==> config.mk <==
export PLATFORM = sky130hd
export DESIGN_NAME = apint_ctrl
export DESIGN_NICKNAME = d
export VERILOG_FILES = /design/src/hw/rtl/apint_pkg.sv /design/src/hw/rtl/apint_ctrl.sv
export SDC_FILE = /design/constraint.sdc
export NUM_CORES = 1
export LEC_CHECK = 0
export BUFFER_PORTS_ARGS = -buffer_cell sky130_fd_sc_hd__clkbuf_2
export CAP_MARGIN = 10
export CORE_MARGIN = 2
export CORE_UTILIZATION = 45
export DETAILED_ROUTE_END_ITERATION = 10
export PLACE_DENSITY = 0.69
export SLEW_MARGIN = 20
export SYNTH_ARGS = -nofsm -noshare
export SYNTH_HDL_FRONTEND = slang
export SYNTH_SLANG_ARGS = --single-unit
==> constraint.sdc <==
create_clock -name clk -period 3.5 [get_ports clk]
set_input_delay 0 -clock clk [delete_from_list [all_inputs] [get_ports clk]]
set_output_delay 0 -clock clk [all_outputs]
set_load 0.005 [all_outputs]
==> src/hw/rtl/apint_pkg.sv <==
package apint_pkg;

  localparam int ITERS     = 30;
  localparam int DIV_STEPS = 58;
  localparam int CNT_W     = 6;

  localparam logic [15:0] WB_RESET = 16'd1638;
  localparam logic [15:0] TS_RESET = 16'd6554;

  localparam logic [35:0] KGAIN      = 36'd652032874;
  localparam logic [32:0] RAD_TO_ANG = 33'd42722830;

  localparam logic [1:0] CFG_WHEEL_BASE = 2'd0;
  localparam logic [1:0] CFG_TIME_STEP  = 2'd1;

  typedef enum logic [3:0] {
    OP_IDLE, OP_LOAD, OP_MUL, OP_SAVE_VDT, OP_VEC_INIT, OP_VEC_STEP, OP_VEC_DONE,
    OP_ROT_INIT, OP_ROT_STEP, OP_ROT_DONE, OP_DIV_INIT, OP_DIV_STEP, OP_DIV_DONE,
    OP_ACC_X, OP_ACC_Y, OP_YAW
  } op_t;

  typedef enum logic [2:0] {
    MS_WL, MS_VDT, MS_VC0, MS_VS0, MS_LCS, MS_VRAD, MS_RDS, MS_RDC
  } msel_t;

  typedef enum logic [1:0] {
    SRC_YAW, SRC_STEER, SRC_NEW
  } src_t;

  typedef enum logic [4:0] {
    S_IDLE, S_MUL_WL, S_VEC_INIT, S_VEC, S_VEC_DONE, S_MUL_VDT, S_SAVE_VDT,
    S_ROT_INIT, S_ROT, S_ROT_DONE, S_MUL_LCS, S_DIV_INIT, S_DIV, S_DIV_DONE,
    S_MUL_VRAD, S_STR_MX, S_STR_AX, S_STR_MY, S_STR_AY, S_ARC_MX, S_ARC_AX,
    S_ARC_MY, S_ARC_AY, S_YAW, S_OUT
  } state_t;

  typedef struct packed {
    op_t              op;
    msel_t            msel;
    src_t             src;
    logic             arc;
    logic             emit;
    logic [CNT_W-1:0] iter;
  } cmd_t;

  typedef struct packed {
    logic straight;
    logic sn_zero;
    logic r_zero;
  } stat_t;

  function automatic logic [31:0] atan_f(input logic [4:0] i);
    logic [31:0] t;
    case (i)
      5'd0:  t = 32'h20000000;
      5'd1:  t = 32'h12E4051E;
      5'd2:  t = 32'h09FB385B;
      5'd3:  t = 32'h051111D4;
      5'd4:  t = 32'h028B0D43;
      5'd5:  t = 32'h0145D7E1;
      5'd6:  t = 32'h00A2F61E;
      5'd7:  t = 32'h00517C55;
      5'd8:  t = 32'h0028BE53;
      5'd9:  t = 32'h00145F2F;
      5'd10: t = 32'h000A2F98;
      5'd11: t = 32'h000517CC;
      5'd12: t = 32'h00028BE6;
      5'd13: t = 32'h000145F3;
      5'd14: t = 32'h0000A2FA;
      5'd15: t = 32'h0000517D;
      5'd16: t = 32'h000028BE;
      5'd17: t = 32'h0000145F;
      5'd18: t = 32'h00000A30;
      5'd19: t = 32'h00000518;
      5'd20: t = 32'h0000028C;
      5'd21: t = 32'h00000146;
      5'd22: t = 32'h000000A3;
      5'd23: t = 32'h00000051;
      5'd24: t = 32'h00000029;
      5'd25: t = 32'h00000014;
      5'd26: t = 32'h0000000A;
      5'd27: t = 32'h00000005;
      5'd28: t = 32'h00000003;
      5'd29: t = 32'h00000001;
      default: t = 32'h0;
    endcase
    return t;
  endfunction

endpackage

==> src/hw/rtl/apint_ctrl.sv <==
module apint_ctrl (
  input  logic                clk,
  input  logic                rst_n,
  input  logic                in_tvalid,
  output logic                in_tready,
  output logic                out_tvalid,
  input  logic                out_tready,
  input  apint_pkg::stat_t    stat,
  output apint_pkg::cmd_t     cmd
);

  apint_pkg::state_t            state_r, state_nxt;
  apint_pkg::src_t              ph_r, ph_nxt;
  logic [apint_pkg::CNT_W-1:0]  cnt_r, cnt_nxt;
  logic                         out_valid_r, out_valid_nxt;
  logic                         slot_free;
  logic                         rot_last, div_last;

  assign slot_free = !out_valid_r || out_tready;
  assign rot_last  = cnt_r == apint_pkg::CNT_W'(apint_pkg::ITERS - 1);
  assign div_last  = cnt_r == apint_pkg::CNT_W'(apint_pkg::DIV_STEPS - 1);
  assign in_tready  = state_r == apint_pkg::S_IDLE;
  assign out_tvalid = out_valid_r;

  always_ff @(posedge clk) begin
    if (!rst_n) begin
      state_r     <= apint_pkg::S_IDLE;
      ph_r        <= apint_pkg::SRC_YAW;
      cnt_r       <= '0;
      out_valid_r <= 1'b0;
    end else begin
      state_r     <= state_nxt;
      ph_r        <= ph_nxt;
      cnt_r       <= cnt_nxt;
      out_valid_r <= out_valid_nxt;
    end
  end

  always_comb begin
    state_nxt = state_r;
    ph_nxt    = ph_r;
    cnt_nxt   = cnt_r + 1'b1;
    unique case (state_r)
      apint_pkg::S_IDLE:     if (in_tvalid) state_nxt = apint_pkg::S_MUL_WL;
      apint_pkg::S_MUL_WL:   state_nxt = apint_pkg::S_VEC_INIT;
      apint_pkg::S_VEC_INIT: begin
        state_nxt = apint_pkg::S_VEC;
        cnt_nxt   = '0;
      end
      apint_pkg::S_VEC:      if (rot_last) state_nxt = apint_pkg::S_VEC_DONE;
      apint_pkg::S_VEC_DONE: state_nxt = apint_pkg::S_MUL_VDT;
      apint_pkg::S_MUL_VDT:  state_nxt = apint_pkg::S_SAVE_VDT;
      apint_pkg::S_SAVE_VDT: begin
        state_nxt = apint_pkg::S_ROT_INIT;
        ph_nxt    = apint_pkg::SRC_YAW;
      end
      apint_pkg::S_ROT_INIT: begin
        state_nxt = apint_pkg::S_ROT;
        cnt_nxt   = '0;
      end
      apint_pkg::S_ROT:      if (rot_last) state_nxt = apint_pkg::S_ROT_DONE;
      apint_pkg::S_ROT_DONE: begin
        unique case (ph_r)
          apint_pkg::SRC_YAW: begin
            if (stat.straight) begin
              state_nxt = apint_pkg::S_STR_MX;
            end else begin
              state_nxt = apint_pkg::S_ROT_INIT;
              ph_nxt    = apint_pkg::SRC_STEER;
            end
          end
          apint_pkg::SRC_STEER: state_nxt = apint_pkg::S_MUL_LCS;
          default:              state_nxt = apint_pkg::S_ARC_MX;
        endcase
      end
      apint_pkg::S_MUL_LCS:
        state_nxt = stat.sn_zero ? apint_pkg::S_OUT : apint_pkg::S_DIV_INIT;
      apint_pkg::S_DIV_INIT: begin
        state_nxt = apint_pkg::S_DIV;
        cnt_nxt   = '0;
      end
      apint_pkg::S_DIV:      if (div_last) state_nxt = apint_pkg::S_DIV_DONE;
      apint_pkg::S_DIV_DONE: begin
        if (ph_r == apint_pkg::SRC_STEER) begin
          state_nxt = apint_pkg::S_MUL_VRAD;
        end else begin
          state_nxt = apint_pkg::S_ROT_INIT;
        end
      end
      apint_pkg::S_MUL_VRAD: begin
        if (stat.r_zero) begin
          state_nxt = apint_pkg::S_OUT;
        end else begin
          state_nxt = apint_pkg::S_DIV_INIT;
          ph_nxt    = apint_pkg::SRC_NEW;
        end
      end
      apint_pkg::S_STR_MX:   state_nxt = apint_pkg::S_STR_AX;
      apint_pkg::S_STR_AX:   state_nxt = apint_pkg::S_STR_MY;
      apint_pkg::S_STR_MY:   state_nxt = apint_pkg::S_STR_AY;
      apint_pkg::S_STR_AY:   state_nxt = apint_pkg::S_OUT;
      apint_pkg::S_ARC_MX:   state_nxt = apint_pkg::S_ARC_AX;
      apint_pkg::S_ARC_AX:   state_nxt = apint_pkg::S_ARC_MY;
      apint_pkg::S_ARC_MY:   state_nxt = apint_pkg::S_ARC_AY;
      apint_pkg::S_ARC_AY:   state_nxt = apint_pkg::S_YAW;
      apint_pkg::S_YAW:      state_nxt = apint_pkg::S_OUT;
      apint_pkg::S_OUT:      if (slot_free) state_nxt = apint_pkg::S_IDLE;
      default:               state_nxt = apint_pkg::S_IDLE;
    endcase
  end

  always_comb begin
    cmd           = '0;
    cmd.op        = apint_pkg::OP_IDLE;
    cmd.msel      = apint_pkg::MS_WL;
    cmd.src       = ph_r;
    cmd.iter      = cnt_r;
    out_valid_nxt = out_valid_r && !out_tready;
    unique case (state_r)
      apint_pkg::S_IDLE:     if (in_tvalid) cmd.op = apint_pkg::OP_LOAD;
      apint_pkg::S_MUL_WL:   cmd.op = apint_pkg::OP_MUL;
      apint_pkg::S_VEC_INIT: cmd.op = apint_pkg::OP_VEC_INIT;
      apint_pkg::S_VEC:      cmd.op = apint_pkg::OP_VEC_STEP;
      apint_pkg::S_VEC_DONE: cmd.op = apint_pkg::OP_VEC_DONE;
      apint_pkg::S_MUL_VDT: begin
        cmd.op   = apint_pkg::OP_MUL;
        cmd.msel = apint_pkg::MS_VDT;
      end
      apint_pkg::S_SAVE_VDT: cmd.op = apint_pkg::OP_SAVE_VDT;
      apint_pkg::S_ROT_INIT: cmd.op = apint_pkg::OP_ROT_INIT;
      apint_pkg::S_ROT:      cmd.op = apint_pkg::OP_ROT_STEP;
      apint_pkg::S_ROT_DONE: cmd.op = apint_pkg::OP_ROT_DONE;
      apint_pkg::S_MUL_LCS: begin
        cmd.op   = apint_pkg::OP_MUL;
        cmd.msel = apint_pkg::MS_LCS;
      end
      apint_pkg::S_DIV_INIT: cmd.op = apint_pkg::OP_DIV_INIT;
      apint_pkg::S_DIV:      cmd.op = apint_pkg::OP_DIV_STEP;
      apint_pkg::S_DIV_DONE: cmd.op = apint_pkg::OP_DIV_DONE;
      apint_pkg::S_MUL_VRAD: begin
        cmd.op   = apint_pkg::OP_MUL;
        cmd.msel = apint_pkg::MS_VRAD;
      end
      apint_pkg::S_STR_MX: begin
        cmd.op   = apint_pkg::OP_MUL;
        cmd.msel = apint_pkg::MS_VC0;
      end
      apint_pkg::S_STR_AX:   cmd.op = apint_pkg::OP_ACC_X;
      apint_pkg::S_STR_MY: begin
        cmd.op   = apint_pkg::OP_MUL;
        cmd.msel = apint_pkg::MS_VS0;
      end
      apint_pkg::S_STR_AY:   cmd.op = apint_pkg::OP_ACC_Y;
      apint_pkg::S_ARC_MX: begin
        cmd.op   = apint_pkg::OP_MUL;
        cmd.msel = apint_pkg::MS_RDS;
      end
      apint_pkg::S_ARC_AX: begin
        cmd.op  = apint_pkg::OP_ACC_X;
        cmd.arc = 1'b1;
      end
      apint_pkg::S_ARC_MY: begin
        cmd.op   = apint_pkg::OP_MUL;
        cmd.msel = apint_pkg::MS_RDC;
      end
      apint_pkg::S_ARC_AY: begin
        cmd.op  = apint_pkg::OP_ACC_Y;
        cmd.arc = 1'b1;
      end
      apint_pkg::S_YAW:      cmd.op = apint_pkg::OP_YAW;
      apint_pkg::S_OUT: begin
        if (slot_free) begin
          cmd.emit      = 1'b1;
          out_valid_nxt = 1'b1;
        end
      end
      default: cmd.op = apint_pkg::OP_IDLE;
    endcase
  end

endmodule

==> summary.md, run 1 <==
| Metric | Value |
|---|---|
| Status | `complete, no violations` |
| NetSw | `0.000330 W` |
| Sw Share | `46.4%` |
| Routability congestion estimate | `0.833` |
| Post-detailed-routing wire length | `2720 um` |
| Clock skew | `between 0.005 and 0.006 ns` |
| Initial antenna violation count | `0` |
| Final ANT Viol Nets | `0` |
| HP Class | `in2reg` |
| Crit path required time | `3.66 ns` |
| Period utilization | `about 64%` |
| Yosys reg bits | `14` |
| Critical Setup Path Class | `reg2reg` |
| I/O pins | `26` |
| Drt via density | `6.00` |
| CTS Root Cell | `clkbuf_4` |
| Residual DRC | `0` |
| Layout Nets | `178` |
| Hold path startpoint | `out_tready` |
| Starting density of the core | `46.2%` |
| DR iter-0 viols | `57` |
| Critical path startpoint category | `flip-flop` |
| Largest net degree at the start of global routing | `28` |
| Largest cells by area after synthesis | `dfxtp_1, nor2_1, a21oi_1, nand2b_1, nor2b_1` |
| Post-DP HPWL | `1960 um` |
| Mapped Avg Cell Area | `7.42 um^2` |
| CP max FO | `25` |
| Vias in the first global route | `922` |
| Die Y | `between 50 and 60 um` |
| Comb pwr share | `48.4%` |
| R2r startpoint | `state_r[3]` |
| Leakage power total | `around 0.46 nW` |
| Fmax | `~450 MHz` |
| Routed WL per cell | `13.8 um` |
| Die Width | `53.7 um` |
| Slew of the pin with the lowest slew margin | `0.765 ns` |
| Worst reg-to-reg path cell count | `5` |
| TritonCTS clock tree | `built` |
| Clk buf depth | `2` |
| Worst Hold Depth | `3` |
| PostCTS Resize Cnt | `0` |
| Global-route wire length before repair | `between 4000 and 5000 um` |
| Area of placed instances | `0.00123 mm^2` |
| Kind of end point of the critical path | `flip-flop` |
| Fin. Hold Viols | `0` |
| Setup TNS Final | `0 ns` |
| Yosys top cell by area | `dfxtp_1` |
| Most common cell in the netlist | `nor2_1` |
| Clock slew at reported path FFs | `~0.07 ns` |
| Fin area | `0.00125 mm^2` |
| Port Buffer Count | `25` |
| Hold Path End | `out_tvalid` |
| N_diodes | `0` |
| Slew Limit Fails | `0` |
| Die area | `between 0.002 and 0.003 mm^2` |
| Row count | `18` |
| Worst-Skew Late Latency | `0.28 ns` |
| Num CTS Buffers | `3` |
| Core Area | `0.00241 mm^2` |
| PD cells | `around 570 mW/mm^2` |
| Max rail drop VDD | `0.000310 V` |
| Final min period | `~2.2 ns` |
| Max stage delay on crit path | `slightly above 0.8 ns` |
| Synth Cell Area | `0.00111 mm^2` |
| Gr ovfl total | `0` |
| Asr flop ratio synth | `0%` |
| 1st-pass router iterations | `4` |
| Critical Path Start | `state_r[3]` |
| Post-synth top flop | `dfxtp_1` |
| Clock group share of total power | `12.3%` |
| Gr usage total | `20.5%` |
| Yosys warning count | `0` |
| Top-area cell type share of the netlist area | `25.2%` |
| CTS sink count | `14` |
| CP Data Arrival Time | `2.40 ns` |
| Max cap viols | `0` |
| Routed via count | `1182` |
| Most frequent cells after synthesis | `nor2_1, dfxtp_1, a21oi_1` |
| Sequential share of the synthesized area | `25.2%` |
| Synth Instances | `150` |
| Place WS | `around 1.3 ns` |
| Syn Nets | `159` |
| Slowest-stage cell, CP | `dfxtp_1` |
| Layout cell share with drive strength beyond 1 | `19.8%` |
| Post-synth EDFFs | `0` |
| Internal power | `0.000382 W` |
| Min Hold Slack | `0.0321 ns` |
| H-tree lvl count | `1` |
| Flop pwr share | `39.3%` |
| Cell Chain, Critical Path | `nor2b_1 -> o2111ai_1 -> o2111a_2 -> o2111ai_2 -> a21boi_1` |
| RSZ-0062 raised after global routing | `no` |
| Area Growth Syn to Fin | `12.1%` |
| Max-slew headroom | `48.9%` |
| Setup ws final | `1.26 ns` |
| Count of cell types in the netlist | `46` |
| Setup repair bufs after CTS | `0` |
| Post-CTS Hold Fix Bufs | `0` |
| Reg-to-reg slack, setup | `1.26 ns` |
| Setup violators final | `0` |
| Worst reg2reg endpoint | `state_r[2]` |
-- kinds of logic (layout without fill, tap and decap cells) --
family | after synthesis | count (layout) | share of synthesized area, %
xor+xnor | 6 | 6 | 4.72
buf+inv | 17 | 34 | 6.52
flops | 14 | 14 | 25.2
fa+ha+maj | 2 | 2 | 2.25
compound gates | 47 | 47 | 29.7
simple gates | 60 | 60 | 28.0
mux | 4 | 4 | 3.71
-- area by class of cell --
| cell class | instances | area [um^2] |
|---|---|---|
| fill | 246 | 1160 |
| multi-input combinational | 119 | 761 |
| sequential | 14 | 280 |
| timing repair buffer | 25 | 125 |
| tap | 30 | 37.5 |
| clock buffer | 3 | 22.5 |
| inverter | 6 | 22.5 |
-- worst max-delay path: cells and delay by family (launching register included) --
| family | cells | cell delay, ns |
|---|---|---|
| flip-flops | 1 | 0.82 |
| AO/OA/AOI/OAI | 4 | 0.74 |
| AND/OR/NAND/NOR | 1 | 0.56 |
-- layout by cell type, fill, tap and decap left out, drive strengths merged, types with 7 or more instances in the layout --
cell type  count
clkbuf        28
nor2          20
dfxtp         14
a21oi         10
o21ai          9
nand2          7
nand2b         7
nor2b          7
-- worst max-delay path by stage --
stage	depth (start not counted)	slack, ns	to
after global routing	6	1.08	cmd[15]
after global placement	5	1.41	ph_r[0]
final	5	1.26	state_r[2]
after CTS	6	1.32	cmd[15]
after detailed placement	5	1.35	ph_r[0]
after floorplan	5	1.95	state_r[2]
-- per-stage QoR --
stage	total power (W)	utilization, %	instances
2_1_floorplan	0.000528	-	150
3_3_place_gp	0.000616	50.9	194
3_5_place_dp	0.000620	50.9	194
4_1_cts	0.000712	51.8	197
5_1_grt	0.000778	51.8	197
6_report	0.000712	51.8	197
-- routing by layer --
metal	vias up	part of all wire, %	global-route usage, %
met5	-	0	0
met4	0	0.55	7.69
met3	2	8.9	4.44
met2	71	47	28.5
met1	530	44	30.3
li1	579	-	-
-- sequential cells by signal, indices dropped and copies added (netlist names) --
register	cells
ph_r	2
state_r	5
out_tvalid	1
cnt_r	6
-- power by group through the flow --
stage | Sequential (W) | Combinational, W | Clock [W]
after global routing | 0.000292 | 0.000384 | 0.000102
after floorplan | 0.000206 | 0.000322 | 0
after CTS | 0.000277 | 0.000342 | 0.0000930
after detailed placement | 0.000281 | 0.000340 | 0
final | 0.000280 | 0.000345 | 0.0000874
after global placement | 0.000279 | 0.000338 | 0
Note: power is estimated with default switching activity, not from simulation.
==> inputs of run 2 (changes only) <==
--- a/config.mk
+++ b/config.mk
@@ -5,12 +5,13 @@
 export SDC_FILE = /design/constraint.sdc
 export NUM_CORES = 1
 export LEC_CHECK = 0
+export ABC_AREA = 1
 export BUFFER_PORTS_ARGS = -buffer_cell sky130_fd_sc_hd__clkbuf_2
 export CAP_MARGIN = 10
 export CORE_MARGIN = 2
 export CORE_UTILIZATION = 45
 export DETAILED_ROUTE_END_ITERATION = 10
-export PLACE_DENSITY = 0.69
+export PLACE_DENSITY = 0.68
 export SLEW_MARGIN = 20
 export SYNTH_ARGS = -nofsm -noshare
 export SYNTH_HDL_FRONTEND = slang
==> constraint.sdc (replaced) <==
create_clock -name clk -period 2.3 [get_ports clk]
set_input_delay 0 -clock clk [delete_from_list [all_inputs] [get_ports clk]]
set_output_delay 0 -clock clk [all_outputs]
set_load 0.005 [all_outputs]
==> summary.md, run 2 <==
| Metric | Value |
|---|---|
| Commonest non-fill, non-tap cell in the layout | `nand2_1 (was clkbuf_2)` |
| Kind of end point of the critical path | `primary output (was flip-flop)` |
| Post-DP HPWL | `2580 um (was 1960 um)` |
| Clock skew | `0.00654 ns (was 0.00583 ns)` |
| Routability congestion estimate | `0.911 (was 0.833)` |
| Final ANT Viol Nets | `0 (unchanged)` |
| Max-slew headroom | `71.2% (was 48.9%)` |
| Gr ovfl total | `0 (unchanged)` |
| Final min period | `around 1.9 ns` |
| CP max FO | `9 (was 25)` |
| DR iter-0 viols | `69 (was 57)` |
| Core Area | `0.00269 mm^2 (was 0.00241 mm^2)` |
| Max rail drop VDD | `0.000435 V (was 0.000310 V)` |
| Min Hold Slack | `0.0511 ns (was 0.0321 ns)` |
| Sw Share | `43.1% (was 46.4%)` |
| Met1 WL | `1470 um (was 1190 um)` |
| Area of placed instances | `0.00136 mm^2 (was 0.00123 mm^2)` |
| Layout cell share with drive strength beyond 1 | `18.3% (was 19.8%)` |
| N_diodes | `0 (unchanged)` |
| Cell Chain, Critical Path | `nor2_1 -> nand2_1 -> nor2_1 -> a21oi_1 -> o211ai_1 -> nor2_1 -> nand3_1 -> clkbuf_2 (was nor2b_1 -> o2111ai_1 -> o2111a_2 -> o2111ai_2 -> a21boi_1)` |
| Die Y | `56.4 um (was 53.7 um)` |
| Vias in the first global route | `1237 (was 922)` |
| Initial antenna violation count | `0 (unchanged)` |
| Critical path startpoint category | `flip-flop (unchanged)` |
| Largest cells by area after synthesis | `dfxtp_1, nand2_1, nor2_1, nand3_1, inv_1 (was dfxtp_1, nor2_1, a21oi_1, nand2b_1, nor2b_1)` |
| Metal2 WL | `1460 um (was 1270 um)` |
| Fin. Hold Viols | `0 (unchanged)` |
| Setup TNS Final | `0 ns (unchanged)` |
| Row count | `19 (was 18)` |
| Top-area cell type share of the netlist area | `22.7% (was 25.2%)` |
| CTS sink count | `14 (unchanged)` |
| Synth Instances | `215 (was 150)` |
| Worst-Skew Late Latency | `0.29 ns (was 0.28 ns)` |
| TritonCTS clock tree | `built (unchanged)` |
| Starting density of the core | `46.0% (was 46.2%)` |
| Port Buffer Count | `25 (unchanged)` |
| Die Width | `56.4 um (was 53.7 um)` |
| Non-filler cells, final | `272 (was 197)` |
| Clock slew at reported path FFs | `0.09 ns (was 0.07 ns)` |
| Num CTS Buffers | `3 (unchanged)` |
| Post-detailed-routing wire length | `3190 um (was 2720 um)` |
| Max stage delay on crit path | `0.56 ns (was 0.82 ns)` |
| HP Class | `in2reg (unchanged)` |
| Post-synth top flop | `dfxtp_1 (unchanged)` |
| Crit path required time | `2.30 ns (was 3.66 ns)` |
| Flop pwr share | `36.1% (was 39.3%)` |
| Final core occ | `52.6% (was 51.8%)` |
| NetSw | `0.000389 W (was 0.000330 W)` |
| 1st-pass router iterations | `4 (unchanged)` |
| CP Data Arrival Time | `1.87 ns (was 2.40 ns)` |
| Yosys warning count | `0 (unchanged)` |
| H-tree lvl count | `1 (unchanged)` |
| Comb pwr share | `44.2% (was 48.4%)` |
| Status | `complete, no violations (unchanged)` |
| Top layer in use | `met4 (unchanged)` |
| Sequential share of the synthesized area | `22.7% (was 25.2%)` |
| Setup violators final | `0 (unchanged)` |
| Slowest-stage cell, CP | `dfxtp_1 (unchanged)` |
| Slew Limit Fails | `0 (unchanged)` |
| Most common cell in the netlist | `nand2_1 (was nor2_1)` |
| PD cells | `639 mW/mm^2 (was 570 mW/mm^2)` |
| Internal power | `0.000514 W (was 0.000382 W)` |
| Routed via count | `1393 (was 1182)` |
| Area Growth Syn to Fin | `14.4% (was 12.1%)` |
| Most flops, register | `cnt_r (unchanged)` |
| Reg-to-reg slack, setup | `0.68 ns (was 1.26 ns)` |
| Max reg flops | `6 (unchanged)` |
| Largest registers | `cnt_r: 6 flops, state_r: 5 flops, ph_r: 2 flops (unchanged)` |
| Placed cell count | `266 (was 194)` |
| Die area | `0.00318 mm^2 (was 0.00289 mm^2)` |
| Routed WL per cell | `11.7 um (was 13.8 um)` |
| Count of cell types in the netlist | `26 (was 46)` |
| Asr flop ratio synth | `0% (unchanged)` |
| Most frequent cells after synthesis | `nand2_1, nor2_1, nand3_1 (was nor2_1, dfxtp_1, a21oi_1)` |
| Synth Cell Area | `0.00124 mm^2 (was 0.00111 mm^2)` |
| Fin area | `0.00141 mm^2 (was 0.00125 mm^2)` |
| Gr usage total | `21.2% (was 20.5%)` |
| Layout Nets | `251 (was 178)` |
| Residual DRC | `0 (unchanged)` |
| Syn Nets | `224 (was 159)` |
| Met3 WL | `212 um (was 241 um)` |
| Most frequent cells in the layout | `nand2_1, nor2_1, nand3_1 (was clkbuf_2, nor2_1, dfxtp_1)` |
| I/O pins | `26 (unchanged)` |
| Setup repair bufs after CTS | `0 (unchanged)` |
| Drt via density | `5.12 (was 6.00)` |
| Period utilization | `81.2%` |
| Largest net degree at the start of global routing | `13 (was 28)` |
| Leakage power total | `0.803 nW (was 0.460 nW)` |
| Clock group share of total power | `19.7% (was 12.3%)` |
| Critical Setup Path Class | `reg2out (was reg2reg)` |
| Most frequent CP cell | `nor2_1` |
| CTS Root Cell | `clkbuf_4 (unchanged)` |
| Post-synth EDFFs | `0 (unchanged)` |
| Yosys reg bits | `14 (unchanged)` |
| Slew of the pin with the lowest slew margin | `0.431 ns (was 0.765 ns)` |
| Clk buf depth | `2 (unchanged)` |
| RSZ-0062 raised after global routing | `no (unchanged)` |
| Global-route wire length before repair | `5370 um (was 4350 um)` |
| Max cap viols | `0 (unchanged)` |
| Fmax | `536 MHz` |
| Mapped Avg Cell Area | `5.75 um^2 (was 7.42 um^2)` |
| Yosys top cell by area | `dfxtp_1 (unchanged)` |
-- run 2: final timing paths --
kind,endpoint,depth (start not counted),start
min reg2reg,cnt_r[0],1,cnt_r[0]
max reg2reg,ph_r[1],7,state_r[3]
max,cmd[14],8,state_r[3]
min,ph_r[1],4,stat[0]
-- run 2: area by class of cell --
cell class / count / area [um^2]
clock buffers: 4 / 36.3
fillers: 291 / 1270
inverters: 32 / 120
multi-input cells: 164 / 793
flip-flops and latches: 14 / 280
well taps: 31 / 38.8
repair buffers: 27 / 145
-- run 2: cells by family (layout without fill, tap and decap cells) --
group,count (synthesis),in the layout,share of synthesized area (%)
buf+inv,37,63,13.2
simple gates,140,140,50.9
flops,14,14,22.7
fa+ha+maj,2,2,2.02
compound gates,18,18,8.40
xor+xnor,4,4,2.83
-- run 2: timing repair --
| item | in CTS | in global routing |
|---|---|---|
| endpoints found under the hold margin | 3 | 0 |
| resized for setup | 0 | 0 |
| hold buffers | 2 | 0 |
-- run 2: per-stage QoR --
step                      power [W]  worst slack, ns
after floorplan            0.000612             1.03
after global placement     0.000729            0.700
after detailed placement   0.000725            0.730
after CTS                  0.000907            0.470
after global routing       0.000981            0.250
final                      0.000903            0.433
-- run 2: worst max-delay path, delay by kind of cell (launching register included) --
family,cells,cell delay [ns]
AND/OR/NAND/NOR,5,0.55
buffers and inverters,1,0.11
AO/OA/AOI/OAI,2,0.36
flip-flops,1,0.56
-- run 2: power by group through the flow --
stage / Sequential (W) / Clock, W / Combinational (W)
4_1_cts: 0.000326 / 0.000183 / 0.000398
6_report: 0.000326 / 0.000178 / 0.000399
2_1_floorplan: 0.000305 / 0 / 0.000307
3_5_place_dp: 0.000331 / 0 / 0.000394
5_1_grt: 0.000333 / 0.000193 / 0.000455
3_3_place_gp: 0.000331 / 0 / 0.000397
-- run 2: layer usage --
metal / GRT usage, % / vias to the layer above
li1: - / 734
met1: 28.2 / 596
met2: 36.3 / 58
met3: 1.61 / 5
met4: 6.80 / 0
met5: 0 / -
==> inputs of run 3 (changes only) <==
--- a/config.mk
+++ b/config.mk
@@ -5,13 +5,13 @@
 export SDC_FILE = /design/constraint.sdc
 export NUM_CORES = 1
 export LEC_CHECK = 0
-export ABC_AREA = 1
+export ABC_AREA = 0
 export BUFFER_PORTS_ARGS = -buffer_cell sky130_fd_sc_hd__clkbuf_2
 export CAP_MARGIN = 10
 export CORE_MARGIN = 2
 export CORE_UTILIZATION = 45
 export DETAILED_ROUTE_END_ITERATION = 10
-export PLACE_DENSITY = 0.68
+export PLACE_DENSITY = 0.71
 export SLEW_MARGIN = 20
 export SYNTH_ARGS = -nofsm -noshare
 export SYNTH_HDL_FRONTEND = slang
==> constraint.sdc (replaced) <==
create_clock -name clk -period 1.57 [get_ports clk]
set_input_delay 0 -clock clk [delete_from_list [all_inputs] [get_ports clk]]
set_output_delay 0 -clock clk [all_outputs]
set_load 0.005 [all_outputs]
==> summary.md, run 3 (synthesis results as in run 1) <==
| Metric | Value |
|---|---|
| Status | `finished, violations left (was complete, no violations)` |
| Violated checks | `setup timing` |
| Drt via density | `5.75 (was 5.12)` |
| Worst Hold Depth | `3 (was 4)` |
| Slew Limit Fails | `0 (unchanged)` |
| Final ANT Viol Nets | `0 (unchanged)` |
| Fin. Hold Viols | `0 (unchanged)` |
| Worst-Skew Late Latency | `0.27 ns (was 0.29 ns)` |
| CP max FO | `4 (was 9)` |
| I/O pins | `26 (unchanged)` |
| Slew of the pin with the lowest slew margin | `0.267 ns (was 0.431 ns)` |
| Placed cell count | `221 (was 266)` |
| Non-filler cells, final | `227 (was 272)` |
| Clk buf depth | `2 (unchanged)` |
| Num CTS Buffers | `3 (unchanged)` |
| Starting density of the core | `46.2% (was 46.0%)` |
| Layout Nets | `207 (was 251)` |
| Die area | `0.00289 mm^2 (was 0.00318 mm^2)` |
| Crit path required time | `1.72 ns (was 2.30 ns)` |
| Largest net degree at the start of global routing | `14 (was 13)` |
| Reg-to-reg slack, setup | `-0.06 ns (was 0.68 ns)` |
| Layout cell share with drive strength beyond 1 | `46.2% (was 18.3%)` |
| Most frequent cells in the layout | `buf_4, clkbuf_2, nor2_1 (was nand2_1, nor2_1, nand3_1)` |
| Min Hold Slack | `0.0407 ns (was 0.0511 ns)` |
| Worst reg-to-reg path cell count | `5 (was 7)` |
| Max rail drop VDD | `0.000988 V (was 0.000435 V)` |
| Critical Setup Path Class | `reg2reg (was reg2out)` |
| Routability congestion estimate | `0.917 (was 0.911)` |
| TritonCTS clock tree | `built (unchanged)` |
| Fill cell count | `205 (was 291)` |
| Die Width | `53.7 um (was 56.4 um)` |
| Gr ovfl total | `0 (unchanged)` |
| CP Data Arrival Time | `1.79 ns (was 1.87 ns)` |
| Post-detailed-routing wire length | `3460 um (was 3190 um)` |
| Critical path startpoint category | `flip-flop (unchanged)` |
| Vias in the first global route | `1083 (was 1237)` |
| Die Y | `53.7 um (was 56.4 um)` |
| Kind of end point of the critical path | `flip-flop (was primary output)` |
| Hold Path End | `out_tvalid (was ph_r[1])` |
| Worst reg2reg endpoint | `state_r[3] (was ph_r[1])` |
| Largest registers | `cnt_r: 6 flops, state_r: 5 flops, ph_r: 2 flops (unchanged)` |
| Setup violators final | `3 (was 0)` |
| R2r startpoint | `state_r[3] (unchanged)` |
| Port Buffer Count | `25 (unchanged)` |
| CTS Root Cell | `clkbuf_4 (unchanged)` |
| Core Area | `0.00241 mm^2 (was 0.00269 mm^2)` |
| N_diodes | `0 (unchanged)` |
| Hold path startpoint | `out_tready (was stat[0])` |
| Gr usage total | `24.4% (was 21.2%)` |
| HP Class | `in2reg (unchanged)` |
| Fmax | `612 MHz` |
| Final min period | `1.63 ns` |
| Clock skew | `0.00210 ns (was 0.00654 ns)` |
| CTS sink count | `14 (unchanged)` |
| PD cells | `1330 mW/mm^2 (was 639 mW/mm^2)` |
| Initial antenna violation count | `0 (unchanged)` |
| DR iter-0 viols | `47 (was 69)` |
| Max cap viols | `0 (unchanged)` |
| H-tree lvl count | `1 (unchanged)` |
| Residual DRC | `0 (unchanged)` |
| Leakage power total | `0.636 nW (was 0.803 nW)` |
| Max reg flops | `6 (unchanged)` |
| Commonest non-fill, non-tap cell in the layout | `buf_4 (was nand2_1)` |
| Period utilization | `104%` |
| Post-DP HPWL | `2610 um (was 2580 um)` |
| Row count | `18 (was 19)` |
| Global-route wire length before repair | `5150 um (was 5370 um)` |
| Clock slew at reported path FFs | `0.08 ns (was 0.09 ns)` |
| Routed WL per cell | `15.3 um (was 11.7 um)` |
| Routed via count | `1305 (was 1393)` |
| Setup ws final | `-0.0634 ns (was 0.433 ns)` |
| RSZ-0062 raised after global routing | `yes (was no)` |
| Area Growth Syn to Fin | `45.1% (was 14.4%)` |
| Max-slew headroom | `82.2% (was 71.2%)` |
| 1st-pass router iterations | `4 (unchanged)` |
| Most flops, register | `cnt_r (unchanged)` |
## run 3: cell types whose count changed in the layout (fill, tap and decap cells not counted), sizes merged, moves of 27 or more
cell | before | now
buf | 0 | 31
nor2 | 51 | 20
nand3 | 32 | 5
inv | 32 | 4
nand2 | 48 | 7
## run 3: repair_timing
item | 4_1_cts | 5_1_grt
hold buffers | 0 | 0
endpoints found under the setup margin | 8 | 19
setup buffers | 0 | 2
resized for setup | 5 | 33
cloned | 0 | 0
pin swaps | 1 | 2
## run 3: worst max path at each step
stage	from	endpoint	slack, ns
floorplan	state_r[3]	state_r[2]	0.02
global placement	state_r[3]	state_r[3]	0.01
detailed placement	state_r[3]	state_r[2]	-0.05
CTS	state_r[3]	state_r[2]	-0.04
global route	state_r[3]	state_r[2]	-0.1
finish	state_r[3]	state_r[3]	-0.06
## run 3: power by group
part           switching [W]  internal (W)
sequential         0.0000803      0.000426
combinational       0.000722      0.000664
clock               0.000111      0.000141
total               0.000913       0.00123
## run 3: critical path, stage by stage, from the launching register on
cell and delay, ns:
dfxtp_2 0.34, or3_4 0.39, or4_4 0.42, o2111a_2 0.17, o21ai_1 0.14, a31oi_1 0.05
## run 3: stage by stage
step                      power, W  worst slack [ns]  utilization (%)  setup TNS (ns)  instance area (um^2)
after CTS                  0.00194           -0.0413             61.3          -0.105                  1480
after floorplan            0.00118            0.0227                -               0                  1110
after global routing       0.00229           -0.0955             67.0          -0.398                  1620
final                      0.00214           -0.0634             67.0          -0.130                  1620
after global placement     0.00164            0.0111             59.3               0                  1430
after detailed placement   0.00167           -0.0541             59.3          -0.109                  1430
## run 3: layout make-up
type                       count  area [um^2]  share of cell area (%)
clock buffer                   4         36.3                    2.25
tap                           30         37.5                    2.32
timing repair buffer          54          358                    22.2
sequential                    14          290                    18.0
inverter                       6         27.5                    1.70
multi-input combinational    119          866                    53.6
## run 3: per-layer routing
metal	global-route usage, %	routed length (um)	share of wire [%]
met4	6.84	40	1.2
met1	33.4	1540	44
met5	0	0	0
met3	3.61	163	4.7
met2	39.6	1720	50
